==> config.mk <==
export PLATFORM = sky130hd
export DESIGN_NAME = bc1_bc3_block_decoder_flat
export DESIGN_NICKNAME = d
export VERILOG_FILES = /design/src/design/bcd_pkg.sv /design/src/design/bcd_ifs.sv /design/src/design/bc1_bc3_block_decoder.sv /design/src/flat_wrapper.sv
export SDC_FILE = /design/constraint.sdc
export NUM_CORES = 2
export LEC_CHECK = 0
export ABC_AREA = 1
export BUFFER_PORTS_ARGS = -buffer_cell sky130_fd_sc_hd__buf_2
export CORE_MARGIN = 2
export CORE_UTILIZATION = 61
export CTS_CLUSTER_SIZE = 20
export DETAILED_ROUTE_END_ITERATION = 16
export HOLD_SLACK_MARGIN = 0.05
export PLACE_DENSITY = 0.78
export SLEW_MARGIN = 20
export SYNTH_ARGS = -nofsm -noshare
export SYNTH_HDL_FRONTEND = slang
export SYNTH_SLANG_ARGS = --single-unit
==> constraint.sdc <==
create_clock -name clk -period 28.1 [get_ports clk]
set_input_delay 5.62 -clock clk [delete_from_list [all_inputs] [get_ports clk]]
set_output_delay 5.62 -clock clk [all_outputs]
set_load 0.05 [all_outputs]
==> src/design/bcd_pkg.sv <==
// shared constants and endpoint expansion tables for the bc1/bc3 block decoder
package bcd_pkg;

	// largest image side honored by the clipping logic
	localparam logic [13:0] MAX_SIDE = 14'd8192;

	// configuration register indexes
	localparam logic [1:0] CFG_FORMAT = 2'd0;
	localparam logic [1:0] CFG_WIDTH  = 2'd1;
	localparam logic [1:0] CFG_HEIGHT = 2'd2;

	localparam logic [13:0] RST_WIDTH  = 14'd256;
	localparam logic [13:0] RST_HEIGHT = 14'd256;

	localparam logic [7:0] ALPHA_OPAQUE = 8'hFF;
	localparam logic [7:0] ALPHA_CLEAR  = 8'h00;

	// truncating x*255/31, one byte per entry
	function automatic logic [255:0] exp5_tab();
		logic [255:0] tab;
		tab = '0;
		for (int i = 0; i < 32; i++) begin
			tab[i*8 +: 8] = 8'(i * 255 / 31);
		end
		return tab;
	endfunction

	// truncating x*255/63, one byte per entry
	function automatic logic [511:0] exp6_tab();
		logic [511:0] tab;
		tab = '0;
		for (int i = 0; i < 64; i++) begin
			tab[i*8 +: 8] = 8'(i * 255 / 63);
		end
		return tab;
	endfunction

	localparam logic [255:0] EXP5_TAB = exp5_tab();
	localparam logic [511:0] EXP6_TAB = exp6_tab();

	// rgb565 to rgb888, red in 23..16, blue in 7..0
	function automatic logic [23:0] expand565(input logic [15:0] c);
		return {EXP5_TAB[{c[15:11], 3'b000} +: 8],
			EXP6_TAB[{c[10:5], 3'b000} +: 8],
			EXP5_TAB[{c[4:0], 3'b000} +: 8]};
	endfunction

endpackage

==> src/design/bcd_ifs.sv <==
// valid/ready channels for compressed blocks in and decoded texels out
interface bcd_blk_if;
	logic        valid;
	logic        ready;
	logic [63:0] color_word;
	logic [63:0] alpha_word;
	logic [10:0] block_col;
	logic [10:0] block_row;

	modport source (output valid, color_word, alpha_word, block_col, block_row, input ready);
	modport sink (input valid, color_word, alpha_word, block_col, block_row, output ready);
endinterface

interface bcd_tex_if;
	logic        valid;
	logic        ready;
	logic [12:0] pixel_x;
	logic [12:0] pixel_y;
	logic [31:0] argb;
	logic        last;

	modport source (output valid, pixel_x, pixel_y, argb, last, input ready);
	modport sink (input valid, pixel_x, pixel_y, argb, last, output ready);
endinterface

==> src/design/bc1_bc3_block_decoder.sv <==
// bc1/bc3 block decoder: three-stage palette pipeline feeding a texel emitter
// path: stage 1, 2 and 3 registers, then the emitter, then the output register
// throughput: one texel per cycle while tex.ready does not stall the output register; a block holds
//   the emitter until it has issued its texels inside the image (up to 16), a fully clipped block issues none
// the texel emitter and its one-texel output register set the block rate
// arst_n clears all valid bits and restores format 0 (bc1) and a 256x256 image
module bc1_bc3_block_decoder
	import bcd_pkg::*;
(
	input  logic        clk,
	input  logic        arst_n,
	bcd_blk_if.sink     blk,
	bcd_tex_if.source   tex,
	input  logic        cfg_we,
	input  logic [1:0]  cfg_idx,
	input  logic [13:0] cfg_data
);

	function automatic logic [7:0] div3(input logic [9:0] n);
		logic [20:0] p;
		p = n * 11'd683;
		return p[18:11];
	endfunction

	function automatic logic [7:0] div5(input logic [10:0] n);
		logic [22:0] p;
		p = n * 12'd3277;
		return p[21:14];
	endfunction

	function automatic logic [7:0] div7(input logic [10:0] n);
		logic [22:0] p;
		p = n * 12'd2341;
		return p[21:14];
	endfunction

	// configuration registers
	logic        fmt_q;
	logic [13:0] width_q;
	logic [13:0] height_q;

	always_ff @(posedge clk or negedge arst_n) begin
		if (!arst_n) begin
			fmt_q    <= 1'b0;
			width_q  <= RST_WIDTH;
			height_q <= RST_HEIGHT;
		end else if (cfg_we) begin
			unique case (cfg_idx)
				CFG_FORMAT: fmt_q    <= cfg_data[0];
				CFG_WIDTH:  width_q  <= cfg_data;
				CFG_HEIGHT: height_q <= cfg_data;
				default: ;
			endcase
		end
	end

	// pipeline handshake
	logic v_s1, v_s2, v_s3;
	logic rdy_s1, rdy_s2, rdy_s3, rdy_s4;
	logic blk_v_s4;
	logic tex_v_q;
	logic issue;
	logic last_t;

	assign rdy_s3    = !v_s3 || rdy_s4;
	assign rdy_s2    = !v_s2 || rdy_s3;
	assign rdy_s1    = !v_s1 || rdy_s2;
	assign blk.ready = rdy_s1;

	always_ff @(posedge clk or negedge arst_n) begin
		if (!arst_n) begin
			v_s1 <= 1'b0;
			v_s2 <= 1'b0;
			v_s3 <= 1'b0;
		end else begin
			if (rdy_s1) v_s1 <= blk.valid;
			if (rdy_s2) v_s2 <= v_s1;
			if (rdy_s3) v_s3 <= v_s2;
		end
	end

	// stage 1: endpoint expansion and clip mask
	logic [13:0] w_lim, h_lim;
	logic [12:0] ox, oy;
	logic [3:0]  col_ok, row_ok;
	logic [15:0] mask_in;
	logic [15:0] c0_in, c1_in;
	logic [7:0]  a0_in, a1_in;

	assign w_lim = (width_q > MAX_SIDE) ? MAX_SIDE : width_q;
	assign h_lim = (height_q > MAX_SIDE) ? MAX_SIDE : height_q;
	assign ox    = {blk.block_col, 2'b00};
	assign oy    = {blk.block_row, 2'b00};
	assign c0_in = blk.color_word[15:0];
	assign c1_in = blk.color_word[31:16];
	assign a0_in = blk.alpha_word[7:0];
	assign a1_in = blk.alpha_word[15:8];

	always_comb begin
		for (int i = 0; i < 4; i++) begin
			col_ok[i] = {1'b0, ox + 13'(i)} < w_lim;
			row_ok[i] = {1'b0, oy + 13'(i)} < h_lim;
		end
		for (int r = 0; r < 4; r++) begin
			for (int c = 0; c < 4; c++) begin
				mask_in[r*4 + c] = row_ok[r] & col_ok[c];
			end
		end
	end

	logic        bc3_s1, punch_s1, ahi_s1;
	logic [23:0] e0_s1, e1_s1;
	logic [7:0]  a0_s1, a1_s1;
	logic [31:0] codes_s1;
	logic [47:0] aidx_s1;
	logic [12:0] ox_s1, oy_s1;
	logic [15:0] mask_s1;

	always_ff @(posedge clk) begin
		if (rdy_s1 && blk.valid) begin
			bc3_s1   <= fmt_q;
			// three-color mode with transparent black only in bc1
			punch_s1 <= !fmt_q && !(c0_in > c1_in);
			ahi_s1   <= a0_in > a1_in;
			e0_s1    <= expand565(c0_in);
			e1_s1    <= expand565(c1_in);
			a0_s1    <= a0_in;
			a1_s1    <= a1_in;
			codes_s1 <= blk.color_word[63:32];
			aidx_s1  <= blk.alpha_word[63:16];
			ox_s1    <= ox;
			oy_s1    <= oy;
			mask_s1  <= mask_in;
		end
	end

	// stage 2: weighted sums for palette interpolation
	logic [9:0]  m21 [3];
	logic [9:0]  m12 [3];
	logic [8:0]  m11 [3];
	logic [10:0] s7 [6];
	logic [10:0] s5 [4];

	always_comb begin
		for (int k = 0; k < 3; k++) begin
			m21[k] = {1'b0, e0_s1[k*8 +: 8], 1'b0} + {2'b00, e1_s1[k*8 +: 8]};
			m12[k] = {2'b00, e0_s1[k*8 +: 8]} + {1'b0, e1_s1[k*8 +: 8], 1'b0};
			m11[k] = {1'b0, e0_s1[k*8 +: 8]} + {1'b0, e1_s1[k*8 +: 8]};
		end
		for (int i = 1; i <= 6; i++) begin
			s7[i-1] = 11'((7 - i) * a0_s1 + i * a1_s1);
		end
		for (int i = 1; i <= 4; i++) begin
			s5[i-1] = 11'((5 - i) * a0_s1 + i * a1_s1);
		end
	end

	logic        bc3_s2, punch_s2, ahi_s2;
	logic [23:0] e0_s2, e1_s2;
	logic [7:0]  a0_s2, a1_s2;
	logic [31:0] codes_s2;
	logic [47:0] aidx_s2;
	logic [12:0] ox_s2, oy_s2;
	logic [15:0] mask_s2;
	logic [9:0]  m21_s2 [3];
	logic [9:0]  m12_s2 [3];
	logic [8:0]  m11_s2 [3];
	logic [10:0] s7_s2 [6];
	logic [10:0] s5_s2 [4];

	always_ff @(posedge clk) begin
		if (rdy_s2 && v_s1) begin
			bc3_s2   <= bc3_s1;
			punch_s2 <= punch_s1;
			ahi_s2   <= ahi_s1;
			e0_s2    <= e0_s1;
			e1_s2    <= e1_s1;
			a0_s2    <= a0_s1;
			a1_s2    <= a1_s1;
			codes_s2 <= codes_s1;
			aidx_s2  <= aidx_s1;
			ox_s2    <= ox_s1;
			oy_s2    <= oy_s1;
			mask_s2  <= mask_s1;
			m21_s2   <= m21;
			m12_s2   <= m12;
			m11_s2   <= m11;
			s7_s2    <= s7;
			s5_s2    <= s5;
		end
	end

	// stage 3: divide by constants, assemble color and alpha palettes
	logic [7:0]  c2 [3];
	logic [7:0]  c3 [3];
	logic [31:0] pal [4];
	logic [7:0]  alp [8];

	always_comb begin
		for (int k = 0; k < 3; k++) begin
			c2[k] = punch_s2 ? m11_s2[k][8:1] : div3(m21_s2[k]);
			c3[k] = div3(m12_s2[k]);
		end
		pal[0] = {ALPHA_OPAQUE, e0_s2};
		pal[1] = {ALPHA_OPAQUE, e1_s2};
		pal[2] = {ALPHA_OPAQUE, c2[2], c2[1], c2[0]};
		pal[3] = punch_s2 ? 32'h0 : {ALPHA_OPAQUE, c3[2], c3[1], c3[0]};
		alp[0] = a0_s2;
		alp[1] = a1_s2;
		for (int i = 0; i < 6; i++) begin
			if (ahi_s2) begin
				alp[i+2] = div7(s7_s2[i]);
			end else if (i < 4) begin
				alp[i+2] = div5(s5_s2[i]);
			end else if (i == 4) begin
				alp[i+2] = ALPHA_CLEAR;
			end else begin
				alp[i+2] = ALPHA_OPAQUE;
			end
		end
	end

	logic        bc3_s3;
	logic [31:0] pal_s3 [4];
	logic [7:0]  alp_s3 [8];
	logic [31:0] codes_s3;
	logic [47:0] aidx_s3;
	logic [12:0] ox_s3, oy_s3;
	logic [15:0] mask_s3;

	always_ff @(posedge clk) begin
		if (rdy_s3 && v_s2) begin
			bc3_s3   <= bc3_s2;
			pal_s3   <= pal;
			alp_s3   <= alp;
			codes_s3 <= codes_s2;
			aidx_s3  <= aidx_s2;
			ox_s3    <= ox_s2;
			oy_s3    <= oy_s2;
			mask_s3  <= mask_s2;
		end
	end

	// stage 4: texel emitter walks the remaining in-image texels, lowest first
	logic        bc3_s4;
	logic [31:0] pal_s4 [4];
	logic [7:0]  alp_s4 [8];
	logic [31:0] codes_s4;
	logic [47:0] aidx_s4;
	logic [12:0] ox_s4, oy_s4;
	logic [15:0] rem_s4;

	logic [15:0] rem_next, low;
	logic [3:0]  sel;
	logic [1:0]  ci;
	logic [2:0]  ai;
	logic [5:0]  abase;
	logic [31:0] argb_t;
	logic        load;

	always_comb begin
		rem_next = rem_s4 & (rem_s4 - 16'd1);
		low      = rem_s4 & ~rem_next;
		sel      = '0;
		for (int i = 0; i < 16; i++) begin
			if (low[i]) sel = sel | 4'(i);
		end
	end

	assign last_t = (rem_next == '0);
	assign ci     = codes_s4[{sel, 1'b0} +: 2];
	assign abase  = 6'({sel, 1'b0}) + {2'b00, sel};
	assign ai     = aidx_s4[abase +: 3];
	assign argb_t = bc3_s4 ? {alp_s4[ai], pal_s4[ci][23:0]} : pal_s4[ci];

	assign issue  = blk_v_s4 && (!tex_v_q || tex.ready);
	assign rdy_s4 = !blk_v_s4 || (issue && last_t);
	assign load   = v_s3 && rdy_s4;

	always_ff @(posedge clk or negedge arst_n) begin
		if (!arst_n) begin
			blk_v_s4 <= 1'b0;
			rem_s4   <= '0;
		end else if (load) begin
			// a fully clipped block is dropped here
			blk_v_s4 <= |mask_s3;
			rem_s4   <= mask_s3;
		end else if (issue) begin
			blk_v_s4 <= !last_t;
			rem_s4   <= rem_next;
		end
	end

	always_ff @(posedge clk) begin
		if (load) begin
			bc3_s4   <= bc3_s3;
			pal_s4   <= pal_s3;
			alp_s4   <= alp_s3;
			codes_s4 <= codes_s3;
			aidx_s4  <= aidx_s3;
			ox_s4    <= ox_s3;
			oy_s4    <= oy_s3;
		end
	end

	// output register
	logic [12:0] px_q, py_q;
	logic [31:0] argb_q;
	logic        last_q;

	always_ff @(posedge clk or negedge arst_n) begin
		if (!arst_n) begin
			tex_v_q <= 1'b0;
		end else if (issue) begin
			tex_v_q <= 1'b1;
		end else if (tex.ready) begin
			tex_v_q <= 1'b0;
		end
	end

	always_ff @(posedge clk) begin
		if (issue) begin
			px_q   <= ox_s4 + {11'd0, sel[1:0]};
			py_q   <= oy_s4 + {11'd0, sel[3:2]};
			argb_q <= argb_t;
			last_q <= last_t;
		end
	end

	assign tex.valid   = tex_v_q;
	assign tex.pixel_x = px_q;
	assign tex.pixel_y = py_q;
	assign tex.argb    = argb_q;
	assign tex.last    = last_q;

endmodule

==> src/flat_wrapper.sv <==
// flat-port wrapper written by rule: the top's interface ports become plain ports
module bc1_bc3_block_decoder_flat import bcd_pkg::*;
  (clk, arst_n, cfg_we, cfg_idx, cfg_data, blk_valid, blk_color_word, blk_alpha_word, blk_block_col, blk_block_row, blk_ready, tex_valid, tex_pixel_x, tex_pixel_y, tex_argb, tex_last, tex_ready);
  bcd_blk_if blk_i ();
  bcd_tex_if tex_i ();
  input  logic clk;
  input  logic arst_n;
  input  logic cfg_we;
  input  logic [1:0] cfg_idx;
  input  logic [13:0] cfg_data;
  input wire logic [$bits(blk_i.valid)-1:0] blk_valid;
  input wire logic [$bits(blk_i.color_word)-1:0] blk_color_word;
  input wire logic [$bits(blk_i.alpha_word)-1:0] blk_alpha_word;
  input wire logic [$bits(blk_i.block_col)-1:0] blk_block_col;
  input wire logic [$bits(blk_i.block_row)-1:0] blk_block_row;
  output wire logic [$bits(blk_i.ready)-1:0] blk_ready;
  output wire logic [$bits(tex_i.valid)-1:0] tex_valid;
  output wire logic [$bits(tex_i.pixel_x)-1:0] tex_pixel_x;
  output wire logic [$bits(tex_i.pixel_y)-1:0] tex_pixel_y;
  output wire logic [$bits(tex_i.argb)-1:0] tex_argb;
  output wire logic [$bits(tex_i.last)-1:0] tex_last;
  input wire logic [$bits(tex_i.ready)-1:0] tex_ready;
  assign blk_i.valid = blk_valid;
  assign blk_i.color_word = blk_color_word;
  assign blk_i.alpha_word = blk_alpha_word;
  assign blk_i.block_col = blk_block_col;
  assign blk_i.block_row = blk_block_row;
  assign blk_ready = blk_i.ready;
  assign tex_valid = tex_i.valid;
  assign tex_pixel_x = tex_i.pixel_x;
  assign tex_pixel_y = tex_i.pixel_y;
  assign tex_argb = tex_i.argb;
  assign tex_last = tex_i.last;
  assign tex_i.ready = tex_ready;
  bc1_bc3_block_decoder u_core (.clk(clk), .arst_n(arst_n), .blk(blk_i), .tex(tex_i), .cfg_we(cfg_we), .cfg_idx(cfg_idx), .cfg_data(cfg_data));
endmodule
## Yosys cells after proc, flatten, opt, wreduce, memory -nomap -nowiden

Index checks and enable logic that the tools add are counted.

| word-level totals | value |
|---|---|
| latch bits | 0 |
| memories kept | 0 |
| input bits | 171 |
| ROM bits | 0 |
| memory bits (writable) | 0 |
| flip-flop bits (word level) | 1,234 |
| word-level logic and storage cells | 254 |

| operators by class | value |
|---|---|
| bitwise operators | 21 |
| divide/modulo/power cells | 0 |
| mux-type cells | 38 |
| equal/unequal tests | 2 |
| shift-type cells | 8 |
| $add $sub $neg | 29 |
| magnitude comparators | 14 |
| multiply operators | 22 |
| reduce and logical (&&, ||, !) cells | 28 |

Operators with widths:

| cell | number |
|---|---|
| indexed part select 256 x 9 -> 8 bit (first input constant) | 4 |
| indexed part select 512 x 10 -> 8 bit (first input constant) | 2 |
| multiplier 11 x 12 -> 22 bit (second input constant) | 10 |
| 2-to-1 mux 32 bit | 4 |
| multiplier 10 x 10 -> 19 bit (second input constant) | 6 |
| less-than comparator 13 x 14 -> 1 bit | 8 |
| 2-to-1 mux 8 bit | 9 |
| binary-select mux 32 bit (select 2 bit) | 1 |
| adder 13 x 2 -> 13 bit (second input constant) | 4 |
| indexed part select 48 x 7 -> 3 bit | 1 |
| multiplier 2 x 8 -> 10 bit (first input constant) | 4 |
| bitwise AND 16 bit | 2 |
| 2-to-1 mux 16 bit | 2 |
| 2-to-1 mux 4 bit | 8 |
| indexed part select 32 x 6 -> 2 bit | 1 |
| adder 8 x 9 -> 10 bit | 3 |
| adder 9 x 8 -> 10 bit | 3 |
| greater-than comparator 14 bit (second input constant) | 2 |
| 2-to-1 mux 14 bit | 2 |
| adder 8 x 8 -> 9 bit | 3 |
| adder 13 x 1 -> 13 bit (second input constant) | 2 |
| adder 13 x 2 -> 13 bit | 2 |
| binary-select mux 8 bit (select 3 bit) | 1 |
| adder 10 x 10 -> 11 bit | 2 |
| 32 further kinds | 76 |

## Longest topological paths before layout

| logic depth | value |
|---|---|
| depth after elaboration | 26 |
| mapped depth | 29 |

## Least setup slack after synthesis

Ideal clock, no wire load.

| path | value |
|---|---|
| kind | input port to flip-flop |
| from | in tex_ready |
| to | reg u_core.a0_s1[0], enable pin |
| required time | 27.363 ns |
| stages on the path | 10 |
| path buffers | 0 |
| arrival | 16.562 ns |
| setup slack | 10.801 ns |
| path through | nor2_1 nor2_1 nand2_1 nand2_1 nor2_1 inv_1 nor2_1 inv_1 nor2_1 nor2_1 |

| on the way | value |
|---|---|
| longest elaborated chain between the ends | 8 |

RTL lines:

| element | RTL line | source |
|---|---|---|
| from (decl) | flat_wrapper.sv:22 | `input wire logic [$bits(tex_i.ready)-1:0] tex_ready;` |
| logical OR 1 bit | bc1_bc3_block_decoder.sv:276 | `assign issue = blk_v_s4 && (!tex_v_q \|\| tex.ready);` |
| logical AND 1 bit | bc1_bc3_block_decoder.sv:276 |  |
| net u_core.issue | bc1_bc3_block_decoder.sv:62 | `logic issue;` |
| logical AND 1 bit | bc1_bc3_block_decoder.sv:277 | `assign rdy_s4 = !blk_v_s4 \|\| (issue && last_t);` |
| logical OR 1 bit | bc1_bc3_block_decoder.sv:277 |  |
| logical OR 1 bit | bc1_bc3_block_decoder.sv:65 | `assign rdy_s3 = !v_s3 \|\| rdy_s4;` |
| logical OR 1 bit | bc1_bc3_block_decoder.sv:66 | `assign rdy_s2 = !v_s2 \|\| rdy_s3;` |
| logical OR 1 bit | bc1_bc3_block_decoder.sv:67 | `assign rdy_s1 = !v_s1 \|\| rdy_s2;` |
| logical AND 1 bit | bc1_bc3_block_decoder.sv:120 | `if (rdy_s1 && blk.valid) begin` |
| to (signal assigned) | bc1_bc3_block_decoder.sv:127 | `a0_s1 <= a0_in;` |
| to (decl) | bc1_bc3_block_decoder.sv:113 | `logic [7:0] a0_s1, a1_s1;` |

The timed path passes the listed nets, and every way through them passes these cells.
A chain may end at the register's enable or synchronous reset.

## Worst setup path after layout

| path | value |
|---|---|
| from | in tex_ready |
| to | out blk_ready |

| on the way | value |
|---|---|
| longest elaborated chain between the ends | 7 |

RTL lines:

| element | RTL line | source |
|---|---|---|
| logical OR 1 bit | bc1_bc3_block_decoder.sv:276 |  |
| logical AND 1 bit | bc1_bc3_block_decoder.sv:276 |  |
| net u_core.issue | bc1_bc3_block_decoder.sv:62 |  |
| logical AND 1 bit | bc1_bc3_block_decoder.sv:277 |  |
| logical OR 1 bit | bc1_bc3_block_decoder.sv:277 |  |
| logical OR 1 bit | bc1_bc3_block_decoder.sv:65 |  |
| logical OR 1 bit | bc1_bc3_block_decoder.sv:66 |  |
| logical OR 1 bit | bc1_bc3_block_decoder.sv:67 |  |
| to (decl) | flat_wrapper.sv:16 | `output wire logic [$bits(blk_i.ready)-1:0] blk_ready;` |

The timed path passes the listed nets, and every way through them passes these cells.

==> run summary <==
Status: finished, final reports clean
Final Skew: 0.0539 ns
Fraction of layout cells with a size suffix above 1: 0.0711
Most frequent cells after synthesis: inv_1, ha_1, edfxtp_1
Max clock buf depth: 3
Crit. End Element: output port
Fin. max-slew vios: 0
Mapped Area: 0.0766 sq mm
Crit-path slowest cell: buf_2
Max stage delay on crit path: 0.22 ns
Endpoints failing setup: 0
Fin crit share: 0.450
Initial antenna violation count: 13
Hold WS: 0.382 ns
Crit path launch: tex_ready
CP Cell Sequence: buf_2, nor2_1, nor2_4, nand2_1, nand2_1, nor2_1, inv_1, nor2_1, inv_1, nor2_1, inv_1, buf_2
Netlist cell types: 65
DR vias: 49,100
CP arrival: 7.01 ns
Avg Cell Area, Syn: 11.5 sq um
Worst Hold Depth: 0
# nets final: 8,721
Tmin final: 12.63 ns
Maxcap violations: 0
CP Capture Point: blk_ready
Clock Tree Root: clkbuf_16
DR vias/cell: 5.62
Worst r2r dst: u_core.tex.argb[24]
RSZ-0062 raised after global routing: false
CP required: 22.48 ns
Synth async-reset ratio: 0.0418
Critical path launch point type: input port
Post-CTS setup buffers: 0
Total I/O pin count: 232
Post-Syn Instances: 6,684
Hpwl dp: 123,000 microns
Buf+Inv Stages, Crit Path: 5
Port buffer count: 231
Post-synth top flop: edfxtp_1
Fin. Hold Viols: 0
Sequential fraction of the synthesis area: 0.466
Post-synth top area share: 0.450
Synth area leaders: edfxtp_1, ha_1, fa_1
Crit-path leading delay family: simple AND/OR/NAND/NOR gates
YS warnings: 0
H-tree depth: 3
Flops & latches, synth: 1,197
Wire per inst: 18.9 microns
Synthesized netlist net count: 8,421
Post-CTS sizing: 0
Row count: 130
Hold buffer count at CTS: 0
Hold Path Class: reg -> reg
Most used cell, CP: nor2_1
Drc violations: 0
Antenna Nets Post-Route: 0
Die area: 0.128 sq mm
Drt pass-1 iters: 7
Reg-to-Reg Start: u_core.rem_s4[5]
Core area: 0.125 sq mm
Gr usage total: 0.264
Setup TNS after final layout: 0 ns
Initial drt markers: 3,938
Most common cell in the netlist: inv_1
CP Max Fanout: 3
Global-route wire length before repair: 264,000 microns
Chip Width: 358 microns
CTS Buf Count: 119
Post-synth EDFFs: 1,147
CTS tree: built
Latest clock arrival within the worst-skew pair: 0.77 ns
Max Fclk: 79.2 MHz
Clock sink count: 1,197
Slew @ Worst Pin: 1.05 ns
WP depth: 12
Clock Pin Slew Worst Setup and Hold Paths: 0.06 ns
Vias in the first global route: 50,300
Total congestion overflow: 0
Final wirelength: 165,000 microns
Starting Density: 0.613
Register-to-register setup slack: 21.70 ns
Slew HR: 0.299
Largest net degree at the start of global routing: 165
Die Height: 358 microns
Post-synth top area cell: edfxtp_1
Placer congestion estimate: 0.907
R2R cell count: 21
Kind of critical path: in -> out
P&R area growth vs syn: 9.15%
[flip-flops by register name, indices dropped and copies added, names as in the netlist, 48 cells and up]
register	flops
u_core.pal_s3	97
u_core.pal_s4	97
u_core.alp_s3	64
u_core.alp_s4	64
u_core.s7_s2	58
u_core.aidx_s1	48
u_core.aidx_s2	48
u_core.aidx_s3	48
u_core.aidx_s4	48
[worst min path at each step]
stage / startpoint / to / slack [ns]
finish: u_core.e1_s2[18] / u_core.pal_s3[82] / 0.38
global route: u_core.e0_s2[21] / u_core.pal_s3[117] / 0.39
CTS: u_core.e0_s2[21] / u_core.pal_s3[117] / 0.38
detailed placement: u_core.aidx_s1[21] / u_core.aidx_s2[21] / 0.40
global placement: u_core.pal_s3[12] / u_core.pal_s4[12] / 0.40
floorplan: u_core.ahi_s1 / u_core.ahi_s2 / 0.40
[layer usage]
layer | up-vias | part of all wire | GRT usage
li1 | 23600 | - | -
met1 | 23800 | 0.42 | 0.348
met5 | - | 0.00021 | 0
met3 | 312 | 0.057 | 0.0374
met2 | 1408 | 0.49 | 0.449
met4 | 6 | 0.033 | 0.0914
[cells by family (layout without fill, tap and decap cells)]
family | after synthesis | after routing | synth area share
mux | 2 | 2 | 0.000261
flops | 1197 | 1197 | 0.466
fa+ha+maj | 1566 | 1566 | 0.292
simple gates | 1466 | 1466 | 0.0843
buf+inv | 1364 | 1766 | 0.0686
xor+xnor | 198 | 198 | 0.0226
other cells | 0 | 6 | 0
compound gates | 891 | 891 | 0.0658
[through the flow]
step / setup WS [ns] / cells / util / area [sq um]
3_5_place_dp: 15.51 / 8513 / 0.637 / 79700
6_report: 15.47 / 8742 / 0.669 / 83600
4_1_cts: 15.47 / 8736 / 0.668 / 83600
5_1_grt: 15.28 / 8739 / 0.668 / 83600
3_3_place_gp: 15.48 / 8513 / 0.637 / 79700
2_1_floorplan: 10.80 / 6684 / - / 76600
[cells in the final DEF, fill, tap and decap left out, types with 27 or more instances in the layout]
cell	n
nor2_1	270
o21ai_0	272
clkbuf_16	120
nand3b_1	36
buf_2	231
edfxtp_1	1147
nor3_1	31
clkbuf_1	29
nand4_1	33
fa_1	374
o22ai_1	28
dfrtp_1	48
inv_1	1269
o21bai_1	27
nand3_1	347
xor2_1	135
buf_4	27
nand2_1	670
ha_1	1192
a21oi_1	384
xnor2_1	63
[cell type report]
cell class | instances | area (sq um)
timing repair buffer | 259 | 1380
fill | 9018 | 41500
clock inverter | 74 | 838
antenna | 6 | 15.0
sequential | 1197 | 35700
inverter | 1284 | 4840
clock buffer | 149 | 3110
tap | 1650 | 2060
multi-input combinational | 4123 | 35700
Power is left out: the tool's default activity adds up to more than one toggle a clock period on the data nets, which glitch-free logic cannot reach.
